**src/rtl/assert_macros.svh**
```systemverilog
// Assertion helpers shared by the RTL; clk and rst must be in scope.
`ifndef ASSERT_MACROS_SVH
`define ASSERT_MACROS_SVH

// expr must hold at every clock edge outside reset
`define ASSERT_ALWAYS(label, expr, msg) \
  label: assert property (@(posedge clk) disable iff (rst) (expr)) else $error(msg);

// cons must hold at every edge where ante holds
`define ASSERT_IMPLY(label, ante, cons, msg) \
  label: assert property (@(posedge clk) disable iff (rst) (ante) |-> (cons)) else $error(msg);

`endif

```
**src/rtl/xll_pkg.sv**
```systemverilog
`timescale 1ns / 1ps
// ----------------------------------------------------------------------------
// xll_pkg
// Types and codes shared by the XOR linked list engine and its channels.
// ----------------------------------------------------------------------------
package xll_pkg;

  localparam int OP_W     = 2;
  localparam int VALUE_W  = 32;
  localparam int STATUS_W = 2;
  localparam int LEN_W    = 7;

  typedef enum logic [OP_W-1:0] {
    OP_SEARCH  = 2'd0,
    OP_INSERT  = 2'd1,
    OP_DELETE  = 2'd2,
    OP_REVERSE = 2'd3
  } op_t;

  typedef enum logic [STATUS_W-1:0] {
    ST_DONE   = 2'd0,
    ST_ABSENT = 2'd1,
    ST_FULL   = 2'd2
  } status_t;

  typedef enum logic [2:0] {
    S_IDLE,
    S_WALK,
    S_DEL_NEXT,
    S_INS_TAKE,
    S_INS_LINK
  } state_t;

  // free stack controls from the engine
  typedef struct packed {
    logic push;
    logic pop;
  } fs_ctrl_t;

endpackage

```
**src/rtl/xll_req_if.sv**
```systemverilog
`timescale 1ns / 1ps
// ----------------------------------------------------------------------------
// xll_req_if
// Request channel: one operation and its operand per item.
// ----------------------------------------------------------------------------
interface xll_req_if;
  import xll_pkg::*;

  logic                      valid;
  logic                      ready;
  logic [OP_W-1:0]           operation;
  logic signed [VALUE_W-1:0] value;

  modport source (output valid, operation, value, input ready);
  modport sink   (input valid, operation, value, output ready);
endinterface

```
**src/rtl/xll_rsp_if.sv**
```systemverilog
`timescale 1ns / 1ps
// ----------------------------------------------------------------------------
// xll_rsp_if
// Response channel: match flag, status code and list length per item.
// ----------------------------------------------------------------------------
interface xll_rsp_if;
  import xll_pkg::*;

  logic                valid;
  logic                ready;
  logic                found;
  logic [STATUS_W-1:0] status;
  logic [LEN_W-1:0]    length;

  modport source (output valid, found, status, length, input ready);
  modport sink   (input valid, found, status, length, output ready);
endinterface

```
**src/rtl/xor_linked_list_engine.sv**
```systemverilog
`timescale 1ns / 1ps
`include "assert_macros.svh"
// ----------------------------------------------------------------------------
// xor_linked_list_engine
// Doubly linked list of signed 32-bit values held as XOR links in a node pool.
// ----------------------------------------------------------------------------
// One request is handled at a time; a response waits in an output register
// and the next request is taken as soon as that register is free or being
// drained. Reverse, and search or delete on an empty list, are answered
// from the idle state. Insert pops the free stack and relinks the old head
// in S_INS_TAKE, then links the new node in S_INS_LINK; when the pool is
// full it is answered from the idle state with ST_FULL. Search and delete
// walk from the head over at most CAPACITY nodes: the walk reads value and
// link of one node per cycle from the node memories, and a delete with a
// successor goes on to S_DEL_NEXT to rewrite the successor's link.
// ----------------------------------------------------------------------------
module xor_linked_list_engine #(
  parameter int CAPACITY = 64
) (
  input  logic     clk,
  input  logic     rst,
  xll_req_if.sink   req,
  xll_rsp_if.source rsp
);
  import xll_pkg::*;

  localparam int IdxW = $clog2(CAPACITY + 1);

  state_t state, state_next;

  logic signed [VALUE_W-1:0] value_q, value_next;
  op_t             op_q, op_next;
  logic [IdxW-1:0] head, head_next;
  logic [IdxW-1:0] tail, tail_next;
  logic [IdxW-1:0] curr, curr_next;
  logic [IdxW-1:0] prev, prev_next;
  logic [IdxW-1:0] prev_link, prev_link_next;
  logic [IdxW-1:0] steps, steps_next;
  logic [IdxW-1:0] node, node_next;

  // node memories, index 0 unused
  logic signed [VALUE_W-1:0] value_mem [CAPACITY + 1];
  logic [IdxW-1:0]           link_mem  [CAPACITY + 1];
  logic signed [VALUE_W-1:0] rd_value;
  logic [IdxW-1:0]           rd_link;
  logic [IdxW-1:0]           rd_addr;
  logic                      val_we;
  logic [IdxW-1:0]           val_waddr;
  logic signed [VALUE_W-1:0] val_wdata;
  logic                      lnk_we;
  logic [IdxW-1:0]           lnk_waddr;
  logic [IdxW-1:0]           lnk_wdata;

  fs_ctrl_t        fs_ctrl;
  logic [IdxW-1:0] fs_top;
  logic [IdxW-1:0] fs_count;

  logic [IdxW-1:0] len;
  logic [IdxW-1:0] succ_raw;
  logic [IdxW-1:0] succ;
  logic [IdxW-1:0] steps_inc;

  logic                out_valid;
  logic                out_found;
  logic [STATUS_W-1:0] out_status;
  logic [LEN_W-1:0]    out_length;
  logic                out_load;
  logic                load_found;
  status_t             load_status;
  logic [IdxW-1:0]     load_len;

  xll_free_stack #(.CAPACITY(CAPACITY)) u_free_stack (
    .clk       (clk),
    .rst       (rst),
    .ctrl      (fs_ctrl),
    .push_node (curr),
    .top       (fs_top),
    .count     (fs_count)
  );

  assign len       = IdxW'(CAPACITY) - fs_count;
  assign succ_raw  = prev ^ rd_link;
  assign succ      = (succ_raw > IdxW'(CAPACITY)) ? '0 : succ_raw;
  assign steps_inc = steps + 1'b1;

  always_ff @(posedge clk) begin
    if (val_we) begin
      value_mem[val_waddr] <= val_wdata;
    end
    rd_value <= value_mem[rd_addr];
  end

  always_ff @(posedge clk) begin
    if (lnk_we) begin
      link_mem[lnk_waddr] <= lnk_wdata;
    end
    rd_link <= link_mem[rd_addr];
  end

  always_ff @(posedge clk) begin
    if (rst) begin
      state <= S_IDLE;
      head  <= '0;
      tail  <= '0;
    end else begin
      state <= state_next;
      head  <= head_next;
      tail  <= tail_next;
    end
  end

  always_ff @(posedge clk) begin
    value_q   <= value_next;
    op_q      <= op_next;
    curr      <= curr_next;
    prev      <= prev_next;
    prev_link <= prev_link_next;
    steps     <= steps_next;
    node      <= node_next;
  end

  always_comb begin
    state_next     = state;
    value_next     = value_q;
    op_next        = op_q;
    head_next      = head;
    tail_next      = tail;
    curr_next      = curr;
    prev_next      = prev;
    prev_link_next = prev_link;
    steps_next     = steps;
    node_next      = node;
    rd_addr        = head;
    val_we         = 1'b0;
    val_waddr      = node;
    val_wdata      = value_q;
    lnk_we         = 1'b0;
    lnk_waddr      = node;
    lnk_wdata      = head;
    fs_ctrl        = '0;
    out_load       = 1'b0;
    load_found     = 1'b0;
    load_status    = ST_DONE;
    load_len       = len;
    req.ready      = 1'b0;

    unique case (state)
      S_IDLE: begin
        req.ready = !rst && (!out_valid || rsp.ready);
        if (req.valid && req.ready) begin
          op_next    = op_t'(req.operation);
          value_next = req.value;
          unique case (op_t'(req.operation))
            OP_SEARCH, OP_DELETE: begin
              if (head == '0) begin
                out_load    = 1'b1;
                load_status = ST_ABSENT;
              end else begin
                curr_next  = head;
                prev_next  = '0;
                steps_next = '0;
                state_next = S_WALK;
              end
            end
            OP_INSERT: begin
              if (fs_count == '0) begin
                out_load    = 1'b1;
                load_status = ST_FULL;
              end else begin
                // link of the old head comes back with the stack top
                state_next = S_INS_TAKE;
              end
            end
            OP_REVERSE: begin
              head_next = tail;
              tail_next = head;
              out_load  = 1'b1;
            end
          endcase
        end
      end

      S_WALK: begin
        if (rd_value == value_q) begin
          if (op_q == OP_SEARCH) begin
            out_load   = 1'b1;
            load_found = 1'b1;
            state_next = S_IDLE;
          end else begin
            // unlink curr: predecessor now points past it
            if (prev != '0) begin
              lnk_we    = 1'b1;
              lnk_waddr = prev;
              lnk_wdata = prev_link ^ curr ^ succ;
            end else begin
              head_next = succ;
            end
            fs_ctrl.push = (len != '0);
            if (succ == '0) begin
              tail_next  = prev;
              out_load   = 1'b1;
              load_found = 1'b1;
              load_len   = (len != '0) ? len - 1'b1 : len;
              state_next = S_IDLE;
            end else begin
              rd_addr    = succ;
              node_next  = succ;
              state_next = S_DEL_NEXT;
            end
          end
        end else if (succ == '0 || steps_inc == IdxW'(CAPACITY)) begin
          out_load    = 1'b1;
          load_status = ST_ABSENT;
          state_next  = S_IDLE;
        end else begin
          // advance one node
          rd_addr        = succ;
          prev_next      = curr;
          prev_link_next = rd_link;
          curr_next      = succ;
          steps_next     = steps_inc;
        end
      end

      S_DEL_NEXT: begin
        lnk_we     = 1'b1;
        lnk_waddr  = node;
        lnk_wdata  = rd_link ^ curr ^ prev;
        out_load   = 1'b1;
        load_found = 1'b1;
        state_next = S_IDLE;
      end

      S_INS_TAKE: begin
        fs_ctrl.pop = 1'b1;
        node_next   = fs_top;
        val_we      = 1'b1;
        val_waddr   = fs_top;
        if (head != '0) begin
          lnk_we    = 1'b1;
          lnk_waddr = head;
          lnk_wdata = rd_link ^ fs_top;
        end
        state_next = S_INS_LINK;
      end

      S_INS_LINK: begin
        lnk_we    = 1'b1;
        lnk_waddr = node;
        lnk_wdata = head;
        head_next = node;
        if (head == '0) begin
          tail_next = node;
        end
        out_load   = 1'b1;
        state_next = S_IDLE;
      end

      default: begin
        state_next = S_IDLE;
      end
    endcase
  end

  // output register
  always_ff @(posedge clk) begin
    if (rst) begin
      out_valid <= 1'b0;
    end else if (out_load) begin
      out_valid <= 1'b1;
    end else if (rsp.ready) begin
      out_valid <= 1'b0;
    end
  end

  always_ff @(posedge clk) begin
    if (out_load) begin
      out_found  <= load_found;
      out_status <= load_status;
      out_length <= LEN_W'(load_len);
    end
  end

  assign rsp.valid  = out_valid;
  assign rsp.found  = out_found;
  assign rsp.status = out_status;
  assign rsp.length = out_length;

  `ASSERT_IMPLY(a_load_free, out_load, !out_valid || rsp.ready, "response overwritten")
  `ASSERT_IMPLY(a_empty_consistent, state != S_INS_LINK,
    (head == '0) == (fs_count == IdxW'(CAPACITY)), "head and free count disagree")
  `ASSERT_IMPLY(a_walk_bound, state == S_WALK, steps < IdxW'(CAPACITY), "walk past pool size")
endmodule

```
**src/rtl/xll_free_stack.sv**
```systemverilog
`timescale 1ns / 1ps
`include "assert_macros.svh"
// ----------------------------------------------------------------------------
// xll_free_stack
// Stack of free node indices in a synchronous memory. Entries below the
// lowest depth ever reached still hold their reset contents, which are
// generated rather than stored.
// ----------------------------------------------------------------------------
module xll_free_stack #(
  parameter int CAPACITY = 64,
  localparam int IdxW    = $clog2(CAPACITY + 1),
  localparam int PosW    = $clog2(CAPACITY)
) (
  input  logic             clk,
  input  logic             rst,
  input  xll_pkg::fs_ctrl_t ctrl,
  input  logic [IdxW-1:0]  push_node,
  output logic [IdxW-1:0]  top,
  output logic [IdxW-1:0]  count
);
  import xll_pkg::*;

  logic [IdxW-1:0] stack_mem [CAPACITY];
  logic [IdxW-1:0] rd_node;
  logic [IdxW-1:0] pos;
  logic [IdxW-1:0] low_mark;

  // top of stack, read every cycle from the current depth
  always_ff @(posedge clk) begin
    if (ctrl.push) begin
      stack_mem[count[PosW-1:0]] <= push_node;
    end
    rd_node <= stack_mem[PosW'(count - 1'b1)];
    pos     <= count - 1'b1;
  end

  always_ff @(posedge clk) begin
    if (rst) begin
      count    <= IdxW'(CAPACITY);
      low_mark <= IdxW'(CAPACITY);
    end else if (ctrl.push) begin
      count <= count + 1'b1;
    end else if (ctrl.pop) begin
      count <= count - 1'b1;
      if ((count - 1'b1) < low_mark) begin
        low_mark <= count - 1'b1;
      end
    end
  end

  // never written since reset: reset contents count down from CAPACITY
  assign top = (pos < low_mark) ? (IdxW'(CAPACITY) - pos) : rd_node;

  `ASSERT_ALWAYS(a_fs_one_op, !(ctrl.push && ctrl.pop), "push and pop together")
  `ASSERT_IMPLY(a_fs_no_overflow, ctrl.push, count != IdxW'(CAPACITY), "push onto full stack")
  `ASSERT_IMPLY(a_fs_no_underflow, ctrl.pop, count != '0, "pop from empty stack")
  `ASSERT_ALWAYS(a_fs_mark, low_mark <= count, "low mark above depth")
endmodule
```
**src/flat_wrapper.sv**
```systemverilog
// flat-port wrapper written by rule: the top's interface ports become plain ports
module xor_linked_list_engine_flat import xll_pkg::*;
#(
  parameter int CAPACITY = 64
)
  (clk, rst, req_valid, req_operation, req_value, req_ready, rsp_valid, rsp_found, rsp_status, rsp_length, rsp_ready);
  xll_req_if req_i ();
  xll_rsp_if rsp_i ();
  input  logic clk;
  input  logic rst;
  input wire logic [$bits(req_i.valid)-1:0] req_valid;
  input wire logic [$bits(req_i.operation)-1:0] req_operation;
  input wire logic [$bits(req_i.value)-1:0] req_value;
  output wire logic [$bits(req_i.ready)-1:0] req_ready;
  output wire logic [$bits(rsp_i.valid)-1:0] rsp_valid;
  output wire logic [$bits(rsp_i.found)-1:0] rsp_found;
  output wire logic [$bits(rsp_i.status)-1:0] rsp_status;
  output wire logic [$bits(rsp_i.length)-1:0] rsp_length;
  input wire logic [$bits(rsp_i.ready)-1:0] rsp_ready;
  assign req_i.valid = req_valid;
  assign req_i.operation = req_operation;
  assign req_i.value = req_value;
  assign req_ready = req_i.ready;
  assign rsp_valid = rsp_i.valid;
  assign rsp_found = rsp_i.found;
  assign rsp_status = rsp_i.status;
  assign rsp_length = rsp_i.length;
  assign rsp_i.ready = rsp_ready;
  xor_linked_list_engine #(.CAPACITY(CAPACITY)) u_core (.clk(clk), .rst(rst), .req(req_i), .rsp(rsp_i));
endmodule
```
**config.mk**
```make
export PLATFORM = sky130hd
export DESIGN_NAME = xor_linked_list_engine_flat
export DESIGN_NICKNAME = d
export VERILOG_FILES = /design/src/rtl/xll_pkg.sv /design/src/rtl/xll_req_if.sv /design/src/rtl/xll_rsp_if.sv /design/src/rtl/xor_linked_list_engine.sv /design/src/rtl/xll_free_stack.sv /design/src/flat_wrapper.sv
export VERILOG_INCLUDE_DIRS = /design/src /design/src/rtl
export SDC_FILE = /design/constraint.sdc
export NUM_CORES = 2
export LEC_CHECK = 0
export BUFFER_PORTS_ARGS = -buffer_cell sky130_fd_sc_hd__buf_4
export CAP_MARGIN = 40
export CELL_PAD_IN_SITES_DETAIL_PLACEMENT = 0
export CELL_PAD_IN_SITES_GLOBAL_PLACEMENT = 2
export CORE_MARGIN = 5
export CORE_UTILIZATION = 51
export CTS_CLUSTER_DIAMETER = 80
export CTS_CLUSTER_SIZE = 14
export DETAILED_ROUTE_END_ITERATION = 10
export PLACE_DENSITY_LB_ADDON = 0.1
export SYNTH_ARGS = -nofsm -noshare
export SYNTH_HDL_FRONTEND = slang
export SYNTH_SLANG_ARGS = --single-unit
```
**constraint.sdc**
```tcl
create_clock -name clk -period 15.97 [get_ports clk]
set_input_delay 1.597 -clock clk [delete_from_list [all_inputs] [get_ports clk]]
set_output_delay 1.597 -clock clk [all_outputs]
set_load 0.02 [all_outputs]
```
==> results.py <==
metrics = {
    "timing": {
        "fmax_ghz": 0.125,
        "skew_ns": 0.0542,
        "fin_tns_setup_ns": 0,
        "drv_slew": 0,
        "min_period_ns": 8.01,
        "setup_violations": 0,
        "hold_viol": 0,
        "finalCritPeriodShare_pct": 50.2,
        "slew-limit-headroom_pct": 32.0,
        "rsz0062_at_grt": "false",
        "tightestPinTransition_ns": 1.02,
    },
    "critical_path": {
        "worstSetupPathType": "flip-flop to flip-flop",
        "cp-start-kind": "flip-flop",
        "crit_arrival_ns": 8.89,
        "worst_setup_path_end_kind": "flip-flop",
        "required_ns": 16.85,
        "path_max_fanout": 126,
    },
    "floorplan": {
        "die_w_um": 505,
        "rows": 181,
        "core_sq_um": 244000,
        "initial_core_util_pct": 51.3,
        "die_h_um": 505,
        "dieArea_sq_um": 255000,
        "ios": 50,
    },
    "clocking": {
        "cts_root_buf": "clkbuf_16",
        "ctsResizeCount": 0,
        "cts.path.max_buffers": 4,
        "cts.clk_slew.worst_paths_ns": 0.06,
        "holdBufCountCts": 0,
        "post_cts_buffers": 0,
        "clk-insertion-delay-late_ns": 0.96,
        "cts_max_level": 5,
        "cts_buffers": 276,
        "cts_tree": "done",
        "clock-sinks": 3147,
    },
    "placed_design": {
        "gp_congestion": 0.845,
        "place_hpwl_mm": 231,
        "portBuffers": 49,
    },
    "global_routing": {
        "overflow": 0,
        "first_global_vias": 71900,
        "grt_max_degree": 183,
        "grt_util_all_layers_pct": 31.2,
        "antenna_found_initial": 18,
        "grt_pass1_wl_mm": 566,
    },
    "synthesis": {
        "async_reset_ff_share_pct": 0,
        "syn_area_sq_um": 125000,
        "ys.flop_type": "edfxtp_1",
        "synth_edf_count": 3062,
        "seq_area_frac_synth_pct": 74.9,
        "synth_area_per_cell_sq_um": 15.3,
        "synth_nets": 8220,
        "synth_seq_cells": 3147,
        "yosysUniqueCellTypes": 93,
        "syn_inst": 8165,
        "ys_warn_count": 0,
    },
    "power_and_ir_drop": {
        "p_total_uw": 16400,
        "p_leak_uw": 0.0434,
        "vdd_drop_max_v": 0.0000983,
        "pwr_density_cell_nw_per_um2": 118,
    },
    "detailed_routing": {
        "vias_per_cell": 6.66,
        "vias": 77500,
        "ant_nets": 0,
        "wl_per_cell_um": 35.0,
        "drt_pass1_iterations": 6,
        "routed_wl_mm": 407,
        "drcViolationCount": 0,
        "drt_iter0_markers": 11800,
    },
    "finish": {
        "utilization_pct": 57.1,
        "fin_nets": 8359,
        "nFillCells": 18900,
        "drive_gt1_share_pct": 12.3,
        "areaGrowthSynthToFinish_pct": 11.2,
    },
    "hold_path": {
        "hp-class": "flip-flop to flip-flop",
    },
    "run": {
        "drv_cap": 0,
    },
    "outcome": {
        "status": "finished clean",
    },
}
## cells in the mapped netlist (all sizes together), types with 50 or more instances
master,number,share of area [%]
nand4,50,0.25
a21oi,300,1.2
buf,362,1.5
clkbuf,178,0.54
mux4,202,3.6
nand3,765,3.1
nor3,87,0.38
o21ai,86,0.35
a31oi,120,0.60
dfxtp,85,1.4
o2111ai,214,1.5
xnor2,73,0.51
and3,103,0.52
edfxtp,3062,74
mux2i,330,2.6
nor2,341,1.0
nand2,1237,3.7
## cells by family after synthesis
kind of cell             count (synthesis)  share of synthesized area (%)
AO/OA/AOI/OAI                         1134                           6.45
XOR/XNOR                                86                          0.608
adder cells (fa/ha/maj)                 17                          0.170
buffers and inverters                  561                           2.12
flip-flops                            3147                           74.9
multiplexers                           535                           6.30
AND/OR/NAND/NOR                       2685                           9.49
## final cells by class
| class | count | area [sq um] | share of cell area [%] |
|---|---|---|---|
| sequential | 3147 | 93700 | 67.4 |
| multi-input combinational | 4457 | 29700 | 21.3 |
| clock buffer | 396 | 7530 | 5.41 |
| tap | 3202 | 4010 | 2.88 |
| timing repair buffer | 401 | 3980 | 2.86 |
| clock inverter | 13 | 138 | 0.0990 |
| inverter | 21 | 78.8 | 0.0567 |
| antenna | 6 | 15.0 | 0.0108 |
## metal layers
layer	GRT usage, %	part of all wire (%)
met1	47.7	42
met2	46.1	44
met3	6.25	11
met4	8.14	2.8
met5	0.357	0.015
## final timing paths
check                            start            endpoint  slack, ns  depth (start not counted)
setup / recovery  u_core.val_wdata[23]  u_core.rd_value[3]       7.96                         15
hold reg to reg         u_core.tail[6]      u_core.tail[6]       0.48                          2
setup reg to reg  u_core.val_wdata[23]  u_core.rd_value[3]       7.96                         15
hold / removal          u_core.tail[6]      u_core.tail[6]       0.48                          2
## state kept, by name, indices dropped and copies added (netlist names), 3 cells and up
register / cells
u_core.val_wdata: 32
u_core.tail: 7
u_core.rsp.length: 7
u_core.u_free_stack.low_mark: 7
u_core.rd_value: 32
u_core.steps: 7
u_core.node: 7
u_core.u_free_stack.stack_mem: 448
u_core.prev: 7
u_core.value_mem: 2080
u_core.curr: 7
u_core.head: 7
u_core.link_mem: 455
u_core.u_free_stack.rd_node: 7
u_core.u_free_stack.count: 7
u_core.rd_link: 7
u_core.state: 3
u_core.u_free_stack.pos: 7
u_core.prev_link: 7
## cells in the final DEF, fill, tap and decap left out, types with 11 or more instances in the layout
master,count
a2111oi_0,19
a211oi_1,20
a21o_1,19
a21oi_1,295
a221oi_1,34
a22o_1,11
a22oi_1,35
a311oi_1,33
a31oi_1,120
a32oi_1,29
a41oi_1,13
and3_1,103
buf_12,22
buf_16,35
buf_4,322
clkbuf_1,115
clkbuf_16,284
dfxtp_1,84
edfxtp_1,3062
ha_1,16
inv_1,16
mux2i_1,330
mux4_2,202
nand2_1,1230
nand3_1,765
nand4_1,50
nor2_1,268
nor2_4,71
nor2b_1,11
nor3_1,78
nor4_1,29
o2111ai_1,213
o211ai_1,45
o21ai_0,77
o22ai_1,26
o311ai_0,12
o32a_1,11
xnor2_1,72
xor2_1,12
## where the power goes
group	internal (uW)	switching, uW	leakage, uW
registers	9100	55.6	0.0283
clock network	3270	2870	0.00369
logic	293	830	0.0114
## stage by stage
| step | instances | hold slack [ns] | setup WS (ns) | area, sq um |
|---|---|---|---|---|
| 3_3_place_gp | 11100 | 0.466 | 7.57 | 130000 |
| 5_1_grt | 11600 | 0.513 | 7.72 | 139000 |
| 3_5_place_dp | 11200 | 0.468 | 8.12 | 131000 |
| 6_report | 11600 | 0.479 | 7.96 | 139000 |
| 2_1_floorplan | 8165 | 0.449 | 9.27 | 125000 |
| 4_1_cts | 11600 | 0.477 | 8.05 | 139000 |
## worst max-delay path, stage by stage (launching register included)
cell	delay, ns
edfxtp_1	0.41
buf_4	0.59
xnor2_1	0.30
nand4_1	0.40
or4_1	0.85
o21ai_0	0.32
o211ai_1	0.33
nand2_4	0.69
buf_12	0.58
buf_4	0.79
buf_4	0.80
mux2i_1	0.17
o2111ai_1	0.34
o221ai_1	0.19
nor4_1	0.71
o22a_1	0.23
(Power assumes the default switching activity.)
